==> src/rhtc_pkg.sv <==
package rhtc_pkg;

  localparam int unsigned ANGLE_W = 16;
  localparam int unsigned RATE_W = 15;
  localparam int unsigned TOL_W = 8;
  localparam int unsigned REASON_W = 3;
  localparam int unsigned CFG_INDEX_W = 2;
  localparam int unsigned CFG_DATA_W = 15;

  localparam logic [0:0] OP_START = 1'b0;
  localparam logic [0:0] OP_TICK = 1'b1;

  localparam logic [REASON_W-1:0] REASON_RUNNING = 3'd0;
  localparam logic [REASON_W-1:0] REASON_NEAREST = 3'd1;
  localparam logic [REASON_W-1:0] REASON_EXACT = 3'd2;
  localparam logic [REASON_W-1:0] REASON_STALL = 3'd3;
  localparam logic [REASON_W-1:0] REASON_TOO_SMALL = 3'd4;

  localparam logic [CFG_INDEX_W-1:0] CFG_TURN_RATE = 2'd0;
  localparam logic [CFG_INDEX_W-1:0] CFG_KEEP_LINEAR = 2'd1;
  localparam logic [CFG_INDEX_W-1:0] CFG_EXACT_TOL = 2'd2;

  localparam logic [RATE_W-1:0] TURN_RATE_RESET = 15'd546;
  localparam logic [TOL_W-1:0] EXACT_TOL_RESET = 8'd7;

  typedef struct packed {
    logic [RATE_W-1:0] turn_rate;
    logic              keep_linear;
    logic [TOL_W-1:0]  exact_tolerance;
  } cfg_t;

  typedef struct packed {
    logic signed [ANGLE_W-1:0] angular_command;
    logic                      linear_stop;
    logic                      finished;
    logic [REASON_W-1:0]       end_reason;
  } result_t;

endpackage

==> src/rhtc_core.sv <==
module rhtc_core #(
  parameter int unsigned REPORT_TICKS = 80,
  parameter int unsigned STALL_LIMIT = 3,
  parameter int unsigned COARSE_SHIFT = 7
) (
  input  logic                                   clk,
  input  logic                                   rst,
  input  logic                                   advance,
  input  logic [0:0]                             opcode,
  input  logic signed [rhtc_pkg::ANGLE_W-1:0]    turn_angle,
  input  logic signed [rhtc_pkg::ANGLE_W-1:0]    yaw,
  input  rhtc_pkg::cfg_t                         cfg,
  output rhtc_pkg::result_t                      result
);
  import rhtc_pkg::*;

  localparam int unsigned TICK_W = $clog2(REPORT_TICKS + 2);
  localparam int unsigned STALL_W = $clog2(STALL_LIMIT + 1);
  localparam int unsigned COARSE_W = ANGLE_W - COARSE_SHIFT;

  logic [ANGLE_W-1:0]        target_yaw, target_yaw_next;
  logic signed [ANGLE_W-1:0] drive_command, drive_command_next;
  logic [ANGLE_W-1:0]        min_offset, min_offset_next;
  logic                      passed_nearest, passed_nearest_next;
  logic                      turning, turning_next;
  logic [TICK_W-1:0]         tick_count, tick_count_next;
  logic [COARSE_W-1:0]       last_coarse_yaw, last_coarse_yaw_next;
  logic [STALL_W-1:0]        stall_count, stall_count_next;

  logic [ANGLE_W-1:0]        angle_mag;
  logic [ANGLE_W+1:0]        angle_mag4;
  logic [ANGLE_W-1:0]        arc_diff;
  logic [ANGLE_W-1:0]        arc_mag;
  logic [ANGLE_W+1:0]        arc_mag4;
  logic [RATE_W+1:0]         rate3;
  logic [TICK_W-1:0]         tick_inc;
  logic [STALL_W-1:0]        stall_inc;
  logic [COARSE_W-1:0]       coarse;
  logic                      stall_end;
  logic                      exact_hit;
  logic                      in_window;
  logic signed [ANGLE_W-1:0] rate_cmd;

  always_comb begin
    angle_mag = turn_angle[ANGLE_W-1] ? (~turn_angle + 1'b1) : turn_angle;
    angle_mag4 = {angle_mag, 2'b00};
    arc_diff = target_yaw - yaw;
    arc_mag = arc_diff[ANGLE_W-1] ? (~arc_diff + 1'b1) : arc_diff;
    arc_mag4 = {arc_mag, 2'b00};
    rate3 = {2'b00, cfg.turn_rate} + {1'b0, cfg.turn_rate, 1'b0};
    rate_cmd = $signed({1'b0, cfg.turn_rate});
    tick_inc = tick_count + 1'b1;
    stall_inc = stall_count + 1'b1;
    coarse = yaw[ANGLE_W-1:COARSE_SHIFT];
    exact_hit = (arc_mag4 <= {3'b000, cfg.turn_rate})
                && (arc_mag <= {{(ANGLE_W-TOL_W){1'b0}}, cfg.exact_tolerance});
    in_window = arc_mag4 <= {1'b0, rate3};

    target_yaw_next = target_yaw;
    drive_command_next = drive_command;
    min_offset_next = min_offset;
    passed_nearest_next = passed_nearest;
    turning_next = turning;
    tick_count_next = tick_count;
    last_coarse_yaw_next = last_coarse_yaw;
    stall_count_next = stall_count;
    stall_end = 1'b0;
    result = '0;

    unique case (opcode)
      OP_START: begin
        if (angle_mag4 <= {3'b000, cfg.turn_rate}) begin
          turning_next = 1'b0;
          drive_command_next = '0;
          passed_nearest_next = 1'b0;
          result.finished = 1'b1;
          result.end_reason = REASON_TOO_SMALL;
        end else begin
          target_yaw_next = yaw + turn_angle;
          drive_command_next = turn_angle[ANGLE_W-1] ? -rate_cmd : rate_cmd;
          min_offset_next = '1;
          passed_nearest_next = 1'b0;
          turning_next = 1'b1;
          tick_count_next = '0;
          last_coarse_yaw_next = '0;
          stall_count_next = '0;
          result.angular_command = turn_angle[ANGLE_W-1] ? -rate_cmd : rate_cmd;
          result.linear_stop = ~cfg.keep_linear;
        end
      end
      OP_TICK: begin
        if (turning) begin
          result.linear_stop = ~cfg.keep_linear;
          if (tick_inc > TICK_W'(REPORT_TICKS)) begin
            tick_count_next = '0;
            last_coarse_yaw_next = coarse;
            if (coarse == last_coarse_yaw) begin
              stall_count_next = stall_inc;
              stall_end = stall_inc >= STALL_W'(STALL_LIMIT);
            end else begin
              stall_count_next = '0;
            end
          end else begin
            tick_count_next = tick_inc;
          end

          priority if (stall_end) begin
            result.end_reason = REASON_STALL;
          end else if (passed_nearest) begin
            result.end_reason = REASON_NEAREST;
          end else if (exact_hit) begin
            result.end_reason = REASON_EXACT;
          end else begin
            result.end_reason = REASON_RUNNING;
          end

          if (stall_end || passed_nearest || exact_hit) begin
            turning_next = 1'b0;
            drive_command_next = '0;
            passed_nearest_next = 1'b0;
            result.finished = 1'b1;
          end else begin
            if (in_window) begin
              if (arc_mag <= min_offset) begin
                min_offset_next = arc_mag;
              end else begin
                drive_command_next = -drive_command;
                passed_nearest_next = 1'b1;
              end
            end
            result.angular_command = drive_command_next;
          end
        end
      end
      default: begin
        result = '0;
      end
    endcase
  end

  always_ff @(posedge clk) begin
    if (rst) begin
      target_yaw <= '0;
      drive_command <= '0;
      min_offset <= '1;
      passed_nearest <= 1'b0;
      turning <= 1'b0;
      tick_count <= '0;
      last_coarse_yaw <= '0;
      stall_count <= '0;
    end else if (advance) begin
      target_yaw <= target_yaw_next;
      drive_command <= drive_command_next;
      min_offset <= min_offset_next;
      passed_nearest <= passed_nearest_next;
      turning <= turning_next;
      tick_count <= tick_count_next;
      last_coarse_yaw <= last_coarse_yaw_next;
      stall_count <= stall_count_next;
    end
  end

endmodule

==> src/relative_heading_turn_controller.sv <==
// Turns a robot in place by a relative angle in binary-angle units (65536 per turn).
// Input channel (in_valid/in_ready): opcode 0 starts a turn with turn_angle from the
// current yaw; opcode 1 is a yaw sample tick. Each input transaction yields exactly
// one output transaction (out_valid/out_ready) carrying angular_command,
// linear_stop, finished and end_reason.
// A transaction taken is registered in the input register, evaluated against the
// turn state, and its result is captured in the result register. While the receiver
// takes each result, a new transaction can be taken every cycle, so throughput is one
// item per cycle, set by the single evaluation pass between input and result registers.
// When the receiver holds out_ready low, the result register holds its value and
// the input register holds one more transaction; in_ready then falls until the
// result is taken.
// Configuration writes (cfg_write, cfg_index, cfg_data) take effect at once and are
// meant to happen only while no transaction is in flight.
// Reset restores turn_rate 546, keep_linear 0 and exact_tolerance 7, leaves the
// block idle with both pipeline registers empty, and accepts input on the next cycle.
module relative_heading_turn_controller #(
  parameter int unsigned REPORT_TICKS = 80,
  parameter int unsigned STALL_LIMIT = 3,
  parameter int unsigned COARSE_SHIFT = 7
) (
  input  logic                                     clk,
  input  logic                                     rst,
  input  logic                                     cfg_write,
  input  logic [rhtc_pkg::CFG_INDEX_W-1:0]         cfg_index,
  input  logic [rhtc_pkg::CFG_DATA_W-1:0]          cfg_data,
  input  logic                                     in_valid,
  output logic                                     in_ready,
  input  logic [0:0]                               opcode,
  input  logic signed [rhtc_pkg::ANGLE_W-1:0]      turn_angle,
  input  logic signed [rhtc_pkg::ANGLE_W-1:0]      yaw,
  output logic                                     out_valid,
  input  logic                                     out_ready,
  output logic signed [rhtc_pkg::ANGLE_W-1:0]      angular_command,
  output logic                                     linear_stop,
  output logic                                     finished,
  output logic [rhtc_pkg::REASON_W-1:0]            end_reason
);
  import rhtc_pkg::*;

  cfg_t                      cfg;
  logic                      hold_valid;
  logic [0:0]                hold_opcode;
  logic signed [ANGLE_W-1:0] hold_angle;
  logic signed [ANGLE_W-1:0] hold_yaw;
  logic                      advance;
  result_t                   result;

  assign advance = hold_valid && (!out_valid || out_ready);
  assign in_ready = !hold_valid || advance;

  always_ff @(posedge clk) begin
    if (rst) begin
      cfg.turn_rate <= TURN_RATE_RESET;
      cfg.keep_linear <= 1'b0;
      cfg.exact_tolerance <= EXACT_TOL_RESET;
    end else if (cfg_write) begin
      unique case (cfg_index)
        CFG_TURN_RATE: cfg.turn_rate <= cfg_data[RATE_W-1:0];
        CFG_KEEP_LINEAR: cfg.keep_linear <= cfg_data[0];
        CFG_EXACT_TOL: cfg.exact_tolerance <= cfg_data[TOL_W-1:0];
        default: begin
        end
      endcase
    end
  end

  always_ff @(posedge clk) begin
    if (rst) begin
      hold_valid <= 1'b0;
    end else if (in_ready) begin
      hold_valid <= in_valid;
    end
  end

  always_ff @(posedge clk) begin
    if (in_valid && in_ready) begin
      hold_opcode <= opcode;
      hold_angle <= turn_angle;
      hold_yaw <= yaw;
    end
  end

  rhtc_core #(
    .REPORT_TICKS(REPORT_TICKS),
    .STALL_LIMIT(STALL_LIMIT),
    .COARSE_SHIFT(COARSE_SHIFT)
  ) u_core (
    .clk(clk),
    .rst(rst),
    .advance(advance),
    .opcode(hold_opcode),
    .turn_angle(hold_angle),
    .yaw(hold_yaw),
    .cfg(cfg),
    .result(result)
  );

  always_ff @(posedge clk) begin
    if (rst) begin
      out_valid <= 1'b0;
    end else if (advance) begin
      out_valid <= 1'b1;
    end else if (out_ready) begin
      out_valid <= 1'b0;
    end
  end

  always_ff @(posedge clk) begin
    if (advance) begin
      angular_command <= result.angular_command;
      linear_stop <= result.linear_stop;
      finished <= result.finished;
      end_reason <= result.end_reason;
    end
  end

  assert property (@(posedge clk) disable iff (rst) advance |=> out_valid)
    else $error("Evaluated transaction did not reach the output register.");

  assert property (@(posedge clk) disable iff (rst)
    out_valid && finished |-> angular_command == '0)
    else $error("Finished turn carries a nonzero command.");

  assert property (@(posedge clk) disable iff (rst)
    out_valid |-> finished == (end_reason != REASON_RUNNING))
    else $error("End reason disagrees with finished flag.");

  assert property (@(posedge clk) disable iff (rst)
    out_valid && end_reason == REASON_TOO_SMALL |-> !linear_stop)
    else $error("Rejected small turn forced a linear stop.");

endmodule

==> config.mk <==
export PLATFORM = sky130hd
export DESIGN_NAME = relative_heading_turn_controller
export DESIGN_NICKNAME = d
export VERILOG_FILES = /design/src/rhtc_pkg.sv /design/src/rhtc_core.sv /design/src/relative_heading_turn_controller.sv
export SDC_FILE = /design/constraint.sdc
export NUM_CORES = 1
export LEC_CHECK = 0
export BUFFER_PORTS_ARGS = -buffer_cell sky130_fd_sc_hd__buf_2
export CELL_PAD_IN_SITES_DETAIL_PLACEMENT = 0
export CELL_PAD_IN_SITES_GLOBAL_PLACEMENT = 1
export CORE_AREA = 10 10 171 173
export CTS_CLUSTER_DIAMETER = 150
export DETAILED_ROUTE_END_ITERATION = 16
export DIE_AREA = 0 0 181 183
export GPL_ROUTABILITY_DRIVEN = 0
export GPL_TIMING_DRIVEN = 1
export PLACE_DENSITY = 0.83
export SETUP_SLACK_MARGIN = 0.1
export SLEW_MARGIN = 0
export SYNTH_ARGS = -nofsm -noshare
export SYNTH_HDL_FRONTEND = slang
export SYNTH_SLANG_ARGS = --single-unit
export TNS_END_PERCENT = 1
==> constraint.sdc <==
create_clock -name clk -period 5.03 [get_ports clk]
set_input_delay 1.006 -clock clk [delete_from_list [all_inputs] [get_ports clk]]
set_output_delay 1.006 -clock clk [all_outputs]
set_load 0.01 [all_outputs]
; ---- Word level (Yosys, flattened, before mapping)
; Cells that the tools add are included.
[word_totals]
regBits = 148
latchBits = 0
mem_bits_rw = 0
mem_bits_ro = 0
out_inout_bits = 23
memories = 0
[classes]
add_sub_neg = 9
multipliers = 0
div = 0
n_lt_le_gt_ge = 7
eq_ne = 11
shift = 0
mux = 51
n_bitwise = 5
n_reduce_logical = 20
[ops]
columns = cell, count
row1 = $mux 16, 13
row2 = $pmux 16 s2, 2
row3 = $pmux 21 s2, 1
row4 = $le 18x15->1, 2
row5 = $add 16x1->16 const B, 2
row6 = $not 16->16, 2
row7 = $mux 9, 3
row8 = $mux 21, 1
row9 = $mux 7, 3
row10 = $le 18x17->1, 1
row11 = $pmux 9 s2, 1
row12 = $add 15x16->17, 1
row13 = $mux 17, 1
row14 = $add 16x16->16, 1
row15 = $le 16x16->1, 1
row16 = $le 16x8->1, 1
row17 = $neg 15->16, 1
row18 = $neg 16->16, 1
row19 = $sub 16x16->16, 1
row20 = $mux 1, 14
row21 = $pmux 7 s2, 1
row22 = $mux 2, 5
row23 = $eq 9x9->1, 1
row24 = $ne 2x1->1 const B, 4
row25 = 23 further kinds, 39

; ---- Logic depth before layout (Yosys ltp)
[logic_depth]
ltp_word = 11
mapped_depth = 25

; ---- Cells and area by module
; From an unflattened synthesis, not the netlist that was laid out.
[unflattened]
hier_cells = 1298
hier_area_um2 = 11230.8
[by_module_without_submodules]
columns = module, instances, cells_each, area_each_um2, seq_area_each_um2
row1 = rhtc_core, 1, 1133, 8496.9, 1361.3
row2 = relative_heading_turn_controller, 1, 165, 2733.9, 2142.1

; ---- Worst setup path before layout
; Ideal clock, no wire load.
[synth_path]
path_type = register to register
startpoint = reg hold_yaw[0]
endpoint = reg angular_command[10] (netlist bit) (data pin)
arrival_ns = 5.094
slack_ns = -0.336
stages_incl_launch_ff = 24
n_path_buf = 1
synth_period_minus_slack_ns = 5.366
cell_sequence = edfxtp_1 > ha_1 > inv_1 > fa_1 > a211oi_1 > nor2_2 > xnor2_1 > or4_4 > a211oi_4 > nor3_1 > or2_2 > ha_1 > a21o_1 > a21o_1 > a21oi_1 > o211ai_1 > a31oi_1 > o22ai_1 > nor4b_1 > and4b_4 > a21boi_4 > nand3_2 > clkbuf_1 > o22ai_1
[synth_rtl]
columns = element, line_no
row1 = start: declaration, relative_heading_turn_controller.sv:45  ; logic signed [ANGLE_W-1:0] hold_yaw;
row2 = start signal: assignment, relative_heading_turn_controller.sv:80  ; hold_yaw <= yaw;
row3 = end signal: assignment, relative_heading_turn_controller.sv:111  ; angular_command <= result.angular_command;
row4 = end: declaration, relative_heading_turn_controller.sv:34  ; output logic signed [rhtc_pkg::ANGLE_W-1:0] angular_command,

==> summary.md <==
| Metric | Value |
|---|---|
| Maximum achievable frequency | 195 MHz |
| Routed vias | 9707 |
| Fraction of final layout cells with drive strength greater than 1 | 22.5% |
| Final Critical Period | 5130 ps |
| Detailed-route vias per instance | 5.47 |
| Type of the most critical hold path | reg2reg |
| Total leakage power | 0.00587 µW |
| Count of endpoints failing hold in the final timing report | 0 |
| 1st-iter DRT viols | 547 |
| Fraction of registers with async set or reset after synthesis | 0% |
| Critical Path RT | 5200 ps |
| # clock sinks | 148 |
| Arrival time at the worst endpoint | 5300 ps |
| DIE AREA | 33100 µm² |
| Critical path endpoint category | flip-flop |
| Number of nets at the end of the flow | 1614 |
| Ordered list of cells on the worst path | ha_2 -> inv_2 -> fa_2 -> a211oi_4 -> nor2_2 -> xnor2_2 -> or4_4 -> a211oi_4 -> nor3_2 -> or2_4 -> buf_4 -> ha_4 -> a21o_1 -> a21oi_1 -> o211ai_1 -> o211ai_1 -> a221oi_2 -> nand3_1 -> a21oi_2 -> buf_4 -> o31ai_1 -> xor2_1 -> o22ai_2 |
| Clock share of power | 35.1% |
| Max Fanout on Critical Path | 8 |
| Number of levels the H-tree was split into | 4 |
| Detailed-route wire length | 30100 µm |
| Distinct cell type count after synthesis | 85 |
| Number of max-cap violations | 0 |
| Most instantiated flip-flop cell in the synthesis netlist | sky130_fd_sc_hd__dfxtp_1 |
| Area added between synthesis and finish | 24.0% |
| Total power per unit cell area | 279 nW/µm² |
| Die Span Y | 183 µm |
| Vias in the first global route | 9581 |
| Post-DR wirelength/cell | 17.0 µm |
| Actual transition at the worst max-transition pin | 1070 ps |
| Port Buffers | 77 |
| Number of core rows | 59 |
| Setup slack of the critical path after layout | -98.2 ps |
| Worst Setup Start Kind | flip-flop |
| Register bit total from synthesis | 148 |
| Clock Path Buffers | 2 |
| Global-route wire length before repair | 48200 µm |
| Clk root buf | sky130_fd_sc_hd__clkbuf_16 |
| Most common cell after layout, fill and taps aside | sky130_fd_sc_hd__ha_1 |
| CP peak stage delay | 540 ps |
| Overall power | 3760 µW |
| Remaining number of nets flagged by the antenna check after routing | 0 |
| Number of warnings issued by yosys | 0 |
| Internal portion of total power | 2540 µW |
| Number of setup violations in the final report | 38 |
| Share of total power consumed by net switching | 32.5% |
| Post-synthesis instance total | 1249 |
| Worst Skew | 11.4 ps |
| Category of the most critical setup path | reg2reg |
| Result of the run | complete, but fails checks |
| Post-detailed-route DRC marker count | 0 |
| Worst slack at placement | -207 ps |
| Switching power total | 1220 µW |
| Clock transition at path regs | 70 ps |
| Sequential share of power | 35.5% |
| Starting Density | 42.2% |
| Worst slew margin | 28.2% |
| Hold Slack | 454 ps |
| Avg Synthesized Cell Area | 8.70 µm² |
| Violated checks | setup timing |
| Share of the yosys chip area belonging to registers | 32.2% |
| Insertion delay of the later-clocked pin in the worst-skew pair | 430 ps |
| Largest vdd supply drop | 201 µV |
| Ports | 78 |
| Synthesized Nets | 1438 |
| GRT Total Usage | 17.6% |
| Initial antenna violation count | 0 |
| ANT cells | 0 |
| CTS tree | done |
| Largest net degree at the start of global routing | 78 |
| Std-Cell Core Area | 25800 µm² |
| Max-slew violations | 0 |
| Most used cells in the layout excluding fill and tap cells | 125 x sky130_fd_sc_hd__ha_1, 123 x sky130_fd_sc_hd__nand2_1, 114 x sky130_fd_sc_hd__buf_4 |
| RSZ-0062 raised after global routing | true |
| Startpoint of the lowest-slack register-to-register path | hold_yaw[0] |
| Initial DRT Pass Iterations | 5 |
| Overflow left after global routing | 0 |
| Count of flip-flops with a built-in enable after synthesis | 54 |
| Number of buffers inserted during clock tree synthesis | 17 |
| Slowest library cell on the worst path | sky130_fd_sc_hd__or4_4 |
| Final clock period utilization by the worst path | 102% |
| Cell area after synthesis | 10900 µm² |
| Launch point of the worst hold path | u_core.target_yaw[5] |
| Share of total power in combinational logic | 29.3% |
| Half-perimeter wire length after detailed placement | 23000 µm |
| Die span in x | 181 µm |
| CP Launch Point | hold_yaw[0] |
## logic make-up after synthesis
group / count (synthesis) / synth area share (%)
fa+ha+maj: 134 / 15.6
compound gates: 319 / 19.6
xor+xnor: 92 / 7.55
mux: 26 / 2.41
simple gates: 403 / 18.0
buf+inv: 127 / 4.61
flops: 148 / 32.2
## layer usage
metal  up-vias  global-route usage, %  wire length (µm)
met5         -                      0                 0
met4         0                   5.92               629
met3        37                   2.72              1340
met2       243                   29.6             14300
met1      4565                   22.8             13900
li1       4862                      -                 -
## per-stage QoR
stage / TNS (ps) / cells / utilization [%] / cell area, µm²
3_5_place_dp: -6240 / 1730 / 48.1 / 12400
3_3_place_gp: -998 / 1730 / 48.1 / 12400
6_report: -1670 / 1773 / 52.3 / 13500
5_1_grt: -15280 / 1773 / 52.3 / 13500
2_1_floorplan: 0 / 1249 / - / 10900
4_1_cts: -104 / 1767 / 51.2 / 13200
## layout make-up
cell class                      count  area, µm²
Clock inverter                     11       98.8
Tap cell                          335        419
Sequential cell                   148       3510
Clock buffer                       21        504
Multi-Input combinational cell    974       7270
Fill cell                        2406      12300
Timing Repair Buffer              198       1370
Inverter                           86        323
## critical path, delay by kind of cell (launching register included)
| kind | cells | cell delay (ps) |
|---|---|---|
| AOI/OAI and AO/OA | 10 | 1730 |
| and+or+nand+nor | 5 | 1110 |
| adders and majority gates | 3 | 870 |
| buffers and inverters | 3 | 410 |
| xor gates and xnor gates | 2 | 380 |
| DFF | 1 | 360 |
## cell usage after synthesis (all sizes together), types with 5 or more instances
master	instances	area, µm²
a211oi	13	120
a21o	28	210
a21oi	94	474
a22o	11	96.3
a31o	5	43.8
a31oi	11	68.8
and2	11	71.3
and3	8	50.1
buf	8	55.0
clkbuf	33	124
dfxtp	94	1880
edfxtp	54	1620
ha	131	1640
inv	86	323
mux2i	25	250
nand2	124	465
nand2b	8	50.1
nand3	22	115
nand3b	5	37.5
nand4	23	144
nor2	105	397
nor2b	20	128
nor3	31	160
o211ai	15	118
o21a	7	52.6
o21ai	48	240
o21bai	8	60.1
o22ai	22	138
o31ai	17	128
or2	8	50.1
or3	14	87.6
or4	8	71.3
xnor2	61	549
xor2	31	272
## registers in the layout, summed over array words and instances, names as in the netlist, 7 cells and up
| signal | flops |
|---|---|
| u_core.drive_command | 16 |
| angular_command | 16 |
| u_core.tick_count | 7 |
| u_core.last_coarse_yaw | 9 |
| cfg | 24 |
| hold_yaw | 16 |
| hold_angle | 16 |
| u_core.target_yaw | 16 |
| u_core.min_offset | 16 |
## final timing paths
| kind | endpoint | slack, ps | depth (start not counted) |
|---|---|---|---|
| setup reg to reg | angular_command[7] | -100 | 23 |
| hold reg to reg | u_core.target_yaw[5] | 450 | 2 |
| setup / recovery | angular_command[7] | -100 | 23 |
| hold / removal | u_core.target_yaw[5] | 450 | 2 |
## power groups by stage
stage	clock network (µW)	logic (µW)	registers (µW)
after floorplan	0	645	1350
after detailed placement	0	1010	1360
after global routing	1400	1220	1340
final	1320	1100	1340
after CTS	1350	1050	1340
after global placement	0	990	1360
## timing repair
| item | CTS | global route |
|---|---|---|
| endpoints found under the setup margin | 51 | 52 |
| pin swaps | 16 | 30 |
| buffers inserted | 4 | 4 |
| hold buffers | 0 | 0 |
| gates resized for setup | 35 | 46 |
| cloned | 1 | 2 |
No activity file was read; power rests on OpenSTA's default activity.
